==> src/hdl/bfpa_pkg.sv <==
`timescale 1ns / 1ps

package bfpa_pkg;

    // Character codes, already reduced to six bits.
    localparam logic [5:0] CH_SPACE = 6'd32;
    localparam logic [5:0] CH_STAR  = 6'd42;
    localparam logic [5:0] CH_DOT   = 6'd46;
    localparam logic [5:0] CH_ZERO  = 6'd48;

    // Values at or above this bound print as all stars.
    localparam logic [31:0] OVERFLOW_AT = 32'd256000;

    // One classified item: overflow flag and the five decimal digits.
    typedef struct packed {
        logic       ovf;
        logic [3:0] hund;
        logic [3:0] tens;
        logic [3:0] ones;
        logic [3:0] frac_tens;
        logic [3:0] frac_ones;
    } entry_t;

    function automatic logic [5:0] digit_char(input logic [3:0] d);
        digit_char = CH_ZERO + {2'b00, d};
    endfunction

endpackage

==> src/hdl/binary_fixed_point_to_ascii.sv <==
`timescale 1ns / 1ps

// Formats an unsigned 32-bit fixed-point number (resolution 1/256) as a
// six-character decimal field: three integer places right-justified with
// spaces, a point, and two truncated fraction digits. Values of 256000 and
// above print as "***.**".
// Input channel: value with in_valid/in_stall; a transaction is taken at a
// rising edge where in_valid is high and in_stall is low.
// Output channel: character and last with out_valid/out_stall; each input
// transaction yields six output transactions, last marking the sixth.
// The value is registered in the front register and then written into the
// queue; the first character is offered once its entry heads the queue.
// The back end gives one character per cycle while out_stall is low, through
// its single character port.
// The front end classifies items and computes digits, a two-entry queue
// holds them, so new input is taken while the back end still streams.
// When out_stall is high the current character holds; once the queue and
// the front register fill, in_stall rises.
// Reset clears the front register, the queue and the character position;
// no output is valid after reset until an input transaction arrives.
module binary_fixed_point_to_ascii (
    input  logic        clk,
    input  logic        rst_n,
    input  logic        in_valid,
    output logic        in_stall,
    input  logic [31:0] value,
    output logic        out_valid,
    input  logic        out_stall,
    output logic [5:0]  character,
    output logic        last
);
    import bfpa_pkg::*;

    entry_t push_entry;
    entry_t head_entry;
    logic   push_valid;
    logic   q_full;
    logic   head_valid;
    logic   pop;

    // Front end: accepts the value and splits it into decimal digits.
    bfpa_front u_front (
        .clk        (clk),
        .rst_n      (rst_n),
        .in_valid   (in_valid),
        .in_stall   (in_stall),
        .value      (value),
        .push_valid (push_valid),
        .q_full     (q_full),
        .push_entry (push_entry)
    );

    // Short queue decoupling the front end from the character stream.
    bfpa_queue u_queue (
        .clk        (clk),
        .rst_n      (rst_n),
        .push_valid (push_valid),
        .push_entry (push_entry),
        .full       (q_full),
        .pop        (pop),
        .head_valid (head_valid),
        .head_entry (head_entry)
    );

    // Back end: walks the six positions of the head entry.
    bfpa_back u_back (
        .clk        (clk),
        .rst_n      (rst_n),
        .head_valid (head_valid),
        .head_entry (head_entry),
        .pop        (pop),
        .out_valid  (out_valid),
        .out_stall  (out_stall),
        .character  (character),
        .last       (last)
    );

endmodule

==> src/hdl/bfpa_front.sv <==
`timescale 1ns / 1ps

module bfpa_front (
    input  logic             clk,
    input  logic             rst_n,
    input  logic             in_valid,
    output logic             in_stall,
    input  logic [31:0]      value,
    output logic             push_valid,
    input  logic             q_full,
    output bfpa_pkg::entry_t push_entry
);
    import bfpa_pkg::*;

    // First stage: overflow check, integer part and scaled fraction.
    logic        s_vld_reg, s_vld_next;
    logic        ovf_reg;
    logic [9:0]  ip_reg;
    logic [6:0]  fr_reg;
    logic [14:0] fr_prod;
    logic        accept;

    // Second stage logic: digits by reciprocal multiplication.
    logic [15:0] h_prod;
    logic [17:0] q10_prod;
    logic [14:0] ft_prod;
    logic [3:0]  hund;
    logic [6:0]  q10;
    logic [9:0]  ones_w;
    logic [6:0]  tens_w;
    logic [3:0]  frac_tens;
    logic [6:0]  frac_ones_w;

    assign in_stall   = s_vld_reg && q_full;
    assign accept     = in_valid && !in_stall;
    assign push_valid = s_vld_reg;
    assign fr_prod    = 15'(value[7:0]) * 15'd100;

    always_comb
    begin
        s_vld_next = s_vld_reg;
        if (accept)
        begin
            s_vld_next = 1'b1;
        end
        else if (s_vld_reg && !q_full)
        begin
            s_vld_next = 1'b0;
        end
    end

    always_ff @(posedge clk or negedge rst_n)
    begin
        if (!rst_n)
        begin
            s_vld_reg <= 1'b0;
        end
        else
        begin
            s_vld_reg <= s_vld_next;
        end
    end

    always_ff @(posedge clk)
    begin
        if (accept)
        begin
            ovf_reg <= (value >= OVERFLOW_AT);
            ip_reg  <= value[17:8];
            fr_reg  <= fr_prod[14:8];
        end
    end

    // x/100 = (x*41)>>12 and x/10 = (x*205)>>11 hold for the ranges used.
    always_comb
    begin
        h_prod      = 16'(ip_reg) * 16'd41;
        q10_prod    = 18'(ip_reg) * 18'd205;
        ft_prod     = 15'(fr_reg) * 15'd205;
        hund        = h_prod[15:12];
        q10         = q10_prod[17:11];
        ones_w      = ip_reg - ({q10, 3'b000} + {2'b00, q10, 1'b0});
        tens_w      = q10 - 7'({hund, 3'b000} + {2'b00, hund, 1'b0});
        frac_tens   = ft_prod[14:11];
        frac_ones_w = fr_reg - 7'({frac_tens, 3'b000} + {2'b00, frac_tens, 1'b0});

        push_entry.ovf       = ovf_reg;
        push_entry.hund      = hund;
        push_entry.tens      = tens_w[3:0];
        push_entry.ones      = ones_w[3:0];
        push_entry.frac_tens = frac_tens;
        push_entry.frac_ones = frac_ones_w[3:0];
    end

endmodule

==> src/hdl/bfpa_queue.sv <==
`timescale 1ns / 1ps

module bfpa_queue (
    input  logic             clk,
    input  logic             rst_n,
    input  logic             push_valid,
    input  bfpa_pkg::entry_t push_entry,
    output logic             full,
    input  logic             pop,
    output logic             head_valid,
    output bfpa_pkg::entry_t head_entry
);
    import bfpa_pkg::*;

    entry_t     mem [2];
    logic       wr_ptr_reg, wr_ptr_next;
    logic       rd_ptr_reg, rd_ptr_next;
    logic [1:0] cnt_reg, cnt_next;
    logic       do_push;
    logic       do_pop;

    assign full       = (cnt_reg == 2'd2);
    assign head_valid = (cnt_reg != 2'd0);
    assign head_entry = mem[rd_ptr_reg];
    assign do_push    = push_valid && !full;
    assign do_pop     = pop && head_valid;

    always_comb
    begin
        wr_ptr_next = wr_ptr_reg ^ do_push;
        rd_ptr_next = rd_ptr_reg ^ do_pop;
        cnt_next    = cnt_reg + {1'b0, do_push} - {1'b0, do_pop};
    end

    always_ff @(posedge clk or negedge rst_n)
    begin
        if (!rst_n)
        begin
            wr_ptr_reg <= 1'b0;
            rd_ptr_reg <= 1'b0;
            cnt_reg    <= 2'd0;
        end
        else
        begin
            wr_ptr_reg <= wr_ptr_next;
            rd_ptr_reg <= rd_ptr_next;
            cnt_reg    <= cnt_next;
        end
    end

    always_ff @(posedge clk)
    begin
        if (do_push)
        begin
            mem[wr_ptr_reg] <= push_entry;
        end
    end

endmodule

==> src/hdl/bfpa_back.sv <==
`timescale 1ns / 1ps

module bfpa_back (
    input  logic             clk,
    input  logic             rst_n,
    input  logic             head_valid,
    input  bfpa_pkg::entry_t head_entry,
    output logic             pop,
    output logic             out_valid,
    input  logic             out_stall,
    output logic [5:0]       character,
    output logic             last
);
    import bfpa_pkg::*;

    typedef enum logic [2:0] {
        POS_HUND,
        POS_TENS,
        POS_ONES,
        POS_DOT,
        POS_FRT,
        POS_FRO
    } pos_t;

    pos_t pos_reg, pos_next;
    logic take;
    logic show_h;
    logic show_t;

    assign out_valid = head_valid;
    assign take      = head_valid && !out_stall;
    assign last      = (pos_reg == POS_FRO);
    assign pop       = take && last;
    assign show_h    = (head_entry.hund != 4'd0);
    assign show_t    = show_h || (head_entry.tens != 4'd0);

    always_comb
    begin
        pos_next = pos_reg;
        if (take)
        begin
            unique case (pos_reg)
                POS_HUND: pos_next = POS_TENS;
                POS_TENS: pos_next = POS_ONES;
                POS_ONES: pos_next = POS_DOT;
                POS_DOT:  pos_next = POS_FRT;
                POS_FRT:  pos_next = POS_FRO;
                POS_FRO:  pos_next = POS_HUND;
                default:  pos_next = POS_HUND;
            endcase
        end
    end

    always_ff @(posedge clk or negedge rst_n)
    begin
        if (!rst_n)
        begin
            pos_reg <= POS_HUND;
        end
        else
        begin
            pos_reg <= pos_next;
        end
    end

    always_comb
    begin
        character = CH_STAR;
        if (pos_reg == POS_DOT)
        begin
            character = CH_DOT;
        end
        else if (!head_entry.ovf)
        begin
            unique case (pos_reg)
                POS_HUND: character = show_h ? digit_char(head_entry.hund) : CH_SPACE;
                POS_TENS: character = show_t ? digit_char(head_entry.tens) : CH_SPACE;
                POS_ONES: character = digit_char(head_entry.ones);
                POS_FRT:  character = digit_char(head_entry.frac_tens);
                POS_FRO:  character = digit_char(head_entry.frac_ones);
                default:  character = CH_DOT;
            endcase
        end
    end

endmodule

==> config.mk <==
export PLATFORM = sky130hd
export DESIGN_NAME = binary_fixed_point_to_ascii
export DESIGN_NICKNAME = d
export VERILOG_FILES = /design/src/hdl/bfpa_pkg.sv /design/src/hdl/binary_fixed_point_to_ascii.sv /design/src/hdl/bfpa_front.sv /design/src/hdl/bfpa_queue.sv /design/src/hdl/bfpa_back.sv
export SDC_FILE = /design/constraint.sdc
export NUM_CORES = 1
export LEC_CHECK = 0
export BUFFER_PORTS_ARGS = -buffer_cell sky130_fd_sc_hd__buf_4
export CAP_MARGIN = 20
export CORE_ASPECT_RATIO = 0.6
export CORE_MARGIN = 4
export CORE_UTILIZATION = 40
export CTS_BUF_LIST = sky130_fd_sc_hd__clkbuf_8
export CTS_CLUSTER_SIZE = 25
export DETAILED_ROUTE_END_ITERATION = 10
export HOLD_SLACK_MARGIN = 0.1
export MAX_ROUTING_LAYER = met4
export PLACE_DENSITY = 0.65
export SYNTH_ARGS = -nofsm -noshare
export SYNTH_HDL_FRONTEND = slang
export SYNTH_SLANG_ARGS = --single-unit
==> constraint.sdc <==
create_clock -name clk -period 6.91 [get_ports clk]
set_clock_uncertainty 0.1 [all_clocks]
set_input_delay 1.382 -clock clk [delete_from_list [all_inputs] [get_ports clk]]
set_output_delay 1.382 -clock clk [all_outputs]
set_load 0.01 [all_outputs]
Word-level counts from Yosys, hierarchy flattened --
Memory sizes are Yosys's and may differ from the RTL's. Index checks and enable logic that the tools add are counted.
Cells by class: add/subtract/negate cells 13, $mul 4, div/mod/pow operators 0, magnitude comparators 1, equality and inequality tests 6, shift operators 0, mux-type cells 10, bitwise operators 2, reduce and logical (&&, ||, !) cells 15
Operator list (count):
- 32-bit by 18-bit greater-or-equal comparator with 1-bit output, second input constant | 1
- 5-bit by 5-bit adder with 6-bit output, first input constant | 5
- 6-bit one-hot mux with 5 select lines | 1
- 6-bit 2-to-1 mux | 4
- 10-bit by 6-bit multiplier with 16-bit output, second input constant | 1
- 10-bit by 8-bit multiplier with 15-bit output, second input constant | 1
- 7-bit by 8-bit multiplier with 15-bit output, second input constant | 1
- 3-bit one-hot mux with 5 select lines | 1
- 8-bit by 5-bit multiplier with 13-bit output, second input constant | 1
- 4-bit adder | 3
- 4-bit subtractor | 3
- 4-bit nonzero test | 2
- 3-bit by 2-bit equality test with 1-bit output, second input constant | 2
- 3-bit equality test, second input constant | 2
- 1-bit logical AND | 6
- 1-bit 2-to-1 mux | 4
- 2-bit nonzero test | 2
- 3-bit by 1-bit equality test with 1-bit output, second input constant | 1
- 1-bit logical NOT | 3
- 3-bit logical NOT | 1
- 2-bit by 1-bit adder with 2-bit output | 1
- 2-bit equality test, second input constant | 1
- 2-bit by 1-bit subtractor with 2-bit output | 1
- 1-bit XOR | 2
- 1-bit logical OR | 1
Word-level totals: register bits after elaboration 26, latch bits 0, bits in writable memories 42, ROM bits 0, input port bits 36, output and inout port bits 9, word-level logic and storage cells 60, memories 1
Memory list:
- u_queue.mem | depth 2, bits a word 21, read ports 1, clocked after Yosys merged registers in 0, wr ports 1, RTL line bfpa_queue.sv:15 | entry_t mem [2];

Longest topological paths before layout --
An unclocked memory read counts as a cell.
depth after elaboration 7, mapped depth 21, gate-level depth less buffers 21

Modules after synthesis --
A second synthesis with hierarchy kept.
Unflattened totals: cell total of the unflattened synthesis 586, area, all modules 6491.2 sq um
Modules (own cells, without submodules):
- bfpa_front | times used 1, cells each 443, area an instance 4292.9 sq um, seq. area each 565.5 sq um
- bfpa_queue | times used 1, cells each 85, area an instance 1741.7 sq um, seq. area each 1361.3 sq um
- bfpa_back | times used 1, cells each 58, area an instance 456.7 sq um, seq. area each 75.1 sq um

Least setup slack after synthesis --
Ideal clock, no wire load.
path kind reg2reg, start point register u_front.ip_reg[3], end point memory u_queue.mem[0][15] (netlist name), data pin, library setup time 0.271 ns, data arrival time 4.627 ns, required time 6.539 ns, slack 1.912 ns, cell stages (with the launch flop) 21, buffers on the path 0, clock period less this slack 4.998 ns, path through edfxtp_1 > ha_1 > inv_1 > fa_1 > inv_1 > fa_1 > inv_1 > fa_1 > inv_1 > ha_1 > nand4_1 > o221a_2 > a21oi_4 > a21oi_2 > xnor2_2 > ha_1 > xor2_1 > xnor2_1 > xnor2_1 > xnor2_1 > xnor3_1
RTL lines:
- start, declared | RTL line bfpa_front.sv:18 | logic [9:0] ip_reg;
- start signal, assigned | RTL line bfpa_front.sv:69 | ip_reg <= value[17:8];
- end, declared | RTL line bfpa_queue.sv:15

==> flow_summary.yaml <==
clock_tree:
  cts.sinks: 68
  numCtsBuffers: 9
  htreeDepth: 3
  cts_tree: "done"
  hold_buffers: 0
  clockBufferDepth: 2
  clock_latency_ns: 0.36
  cts-root-buf: "clkbuf_8"
  post_cts_buffers: 0
  clkSlewWorstSetupHoldPaths_ns: 0.08
  cts_resized: 0
worst_setup_path:
  crit_required_ns: 6.91
  rr_worst_depth: 20
  regToRegEndpoint: "u_queue.mem[0][15]"
  criticalPathCategory: "reg -> reg"
  r2r-start: "u_front.ip_reg[3]"
  critPathArrivalTime_ns: 5.35
  r2r_slack_ns: 1.55
  worst-path-stages: 20
  critical_path.cell_chain: "ha_1, inv_1, fa_1, inv_1, fa_1, inv_1, fa_1, inv_1, ha_1, nand4_1, o221a_2, a21oi_4, a21oi_2, xnor2_2, ha_1, xor2_1, xnor2_1, xnor2_1, xnor2_1, xnor3_1"
  crit_fanout: 7
  path_buf_inv: 4
  critPathCaptureType: "register"
  critPathMaxStageDelay_ns: 0.54
  cp_slowest_cell: "edfxtp_1"
  crit_family: "adder cells"
  path_common_cell: "inv_1"
  start_kind: "register"
synthesis:
  ys_seq_elements: 68
  ys_seq_area_share_pct: 31.2
  syn_inst: 579
  synth_edf_count: 60
  synth.largest_area_cell: "ha_1"
  ys_warn_count: 0
  syn_avg_cell_area_um2: 11.1
  synth_ff_type: "edfxtp_1"
  synth.distinct_cells: 60
  syn_nets: 792
  synthArstFlopShare_pct: 11.8
  synth_area_mm2: 0.00642
  synth_area_leaders: "ha_1 (28%), edfxtp_1 (28%), fa_1 (9.7%), inv_1 (7.4%), xnor2_1 (3.7%)"
  yosysTopAreaCellShare_pct: 28.4
hold_path:
  hp-class: "reg -> reg"
  holdCritStartpoint: "u_front.ovf_reg"
  whs_path_depth: 0
  hold_end: "u_queue.mem[0][20]"
sta:
  setup_viol: 0
  fmax_mhz: 187
  report.final.slew_viol_count: 0
  setup_ws_ns: 1.55
  fin_crit_sh_pct: 77.5
  rsz0062_at_grt: "false"
  hold_violations: 0
  tns_ns: 0
  slew_headroom_pct: 30.9
  worst_slew_pin_slew_ns: 1.04
  period_needed_ns: 5.36
detailed_routing:
  wire_per_inst_um: 15.6
  routed_wl_um: 13000
  drt_first_pass_iters: 4
  ant_nets: 0
  vias_per_cell: 5.00
  drt_iter0_drc: 248
  vias: 4175
  drc_errors: 0
global_routing:
  grt_max_degree: 22
  gr-usage-met1_pct: 23.5
  grt_pass1_wl_um: 21700
  grt_most_used_layer: "met1"
  first_global_vias: 4302
  met3_usage_pct: 2.97
  antenna_found_initial: 0
  met2_usage_pct: 22.0
  overflow: 0
  grt_use_total_pct: 15.7
die:
  die_h_um: 106
  die_w_um: 172
  fp.coreArea_mm2: 0.0155
  fp-row-count: 35
  num_io_pins: 45
  initial_core_util_pct: 41.3
  die-area_mm2: 0.0182
finish:
  syn_to_final_growth_pct: 12.5
  largest_register_ffs: 42
  finalNetCount: 840
  layout-drive-gt1-share_pct: 12.2
  diodes: 0
placed_design:
  dp_hpwl_um: 10900
  gp_congestion: 0.862
  dp_slack_ns: 1.51
  portBuffers: 43
run_status:
  outcome: "complete, no violations"
flow_run:
  cap_viol_max_count: 0
==> cell usage after synthesis, types with 3 or more instances <==
library cell	instances
nor3_1	7
xnor2_1	27
dfrtp_1	8
a21oi_1	9
a21o_1	4
nor2_1	20
mux2i_1	7
o21a_1	4
nand2b_1	4
nor4_1	3
nand4_1	3
nand3b_1	3
inv_1	126
a221oi_1	9
a31oi_1	3
mux4_2	3
nor2b_1	4
edfxtp_1	60
o21bai_1	5
nand3_1	6
ha_1	146
clkbuf_1	4
o21ai_0	21
fa_1	31
xor2_1	6
nand2_1	13
==> worst reg2reg max path: cells and delay by family (launching register included) <==
kind	cells	cell delay (ns)
fa+ha+maj	6	2.45
simple gates	1	0.09
compound gates	3	0.60
buf+inv	4	0.22
xor+xnor	6	1.08
flops	1	0.54
==> cells by family (layout without fill, tap and decap cells) <==
| family | Yosys count | count (layout) | share of synthesized area (%) |
|---|---|---|---|
| compound gates | 78 | 78 | 8.81 |
| xor+xnor | 37 | 37 | 5.71 |
| fa+ha+maj | 177 | 177 | 38.1 |
| buf+inv | 133 | 186 | 7.87 |
| flops | 68 | 68 | 31.2 |
| mux | 12 | 12 | 2.49 |
| other cells | 1 | 1 | 0.0584 |
| simple gates | 73 | 73 | 5.77 |
==> metrics by stage <==
stage | cells | hold slack (ns) | util [%] | area, um^2
after floorplan | 579 | 0.321 | - | 6420
after global placement | 819 | 0.392 | 44.9 | 6970
after detailed placement | 819 | 0.390 | 44.9 | 6970
after CTS | 835 | 0.418 | 46.5 | 7220
after global routing | 835 | 0.424 | 46.5 | 7220
final | 835 | 0.407 | 46.5 | 7220
==> metal layers <==
| metal | wire [um] | up-vias |
|---|---|---|
| met1 | 6870 | 1981 |
| met2 | 5320 | 100 |
| met5 | 0 | - |
| met4 | 112 | 0 |
| met3 | 730 | 11 |
| li1 | - | 2083 |
==> layout by cell type (no fill, tap or decap), types with 4 or more instances in the layout <==
master / instances
a21o_1: 4
a21oi_1: 9
a221oi_1: 9
buf_4: 44
clkbuf_8: 10
dfrtp_1: 8
edfxtp_1: 60
fa_1: 31
ha_1: 146
inv_1: 126
mux2i_1: 7
nand2_1: 13
nand2b_1: 4
nand3_1: 6
nor2_1: 20
nor2b_1: 4
nor3_1: 7
o21a_1: 4
o21ai_0: 21
o21bai_1: 5
xnor2_1: 27
xor2_1: 6
==> final cells by class <==
| class | instances | area [um^2] |
|---|---|---|
| fill | 1423 | 8320 |
| multi-input combinational | 378 | 3910 |
| sequential | 68 | 2000 |
| inverter | 126 | 473 |
| timing repair buffer | 44 | 330 |
| tap | 203 | 254 |
| clock buffer | 10 | 138 |
| clock inverter | 6 | 111 |
==> worst max-delay path by stage <==
stage / startpoint / to / slack (ns)
3_3_place_gp: u_front.ip_reg[3] / u_queue.mem[0][15] / 1.72
5_1_grt: u_front.ip_reg[3] / u_queue.mem[1][15] / 1.24
2_1_floorplan: u_front.ip_reg[3] / u_queue.mem[0][15] / 1.91
3_5_place_dp: u_front.ip_reg[3] / u_queue.mem[0][15] / 1.51
6_report: u_front.ip_reg[3] / u_queue.mem[0][15] / 1.55
4_1_cts: u_front.ip_reg[3] / u_queue.mem[1][15] / 1.50
Power is not shown: default switching activity piles up to over one toggle a cycle in this logic, so the estimate is an artifact.
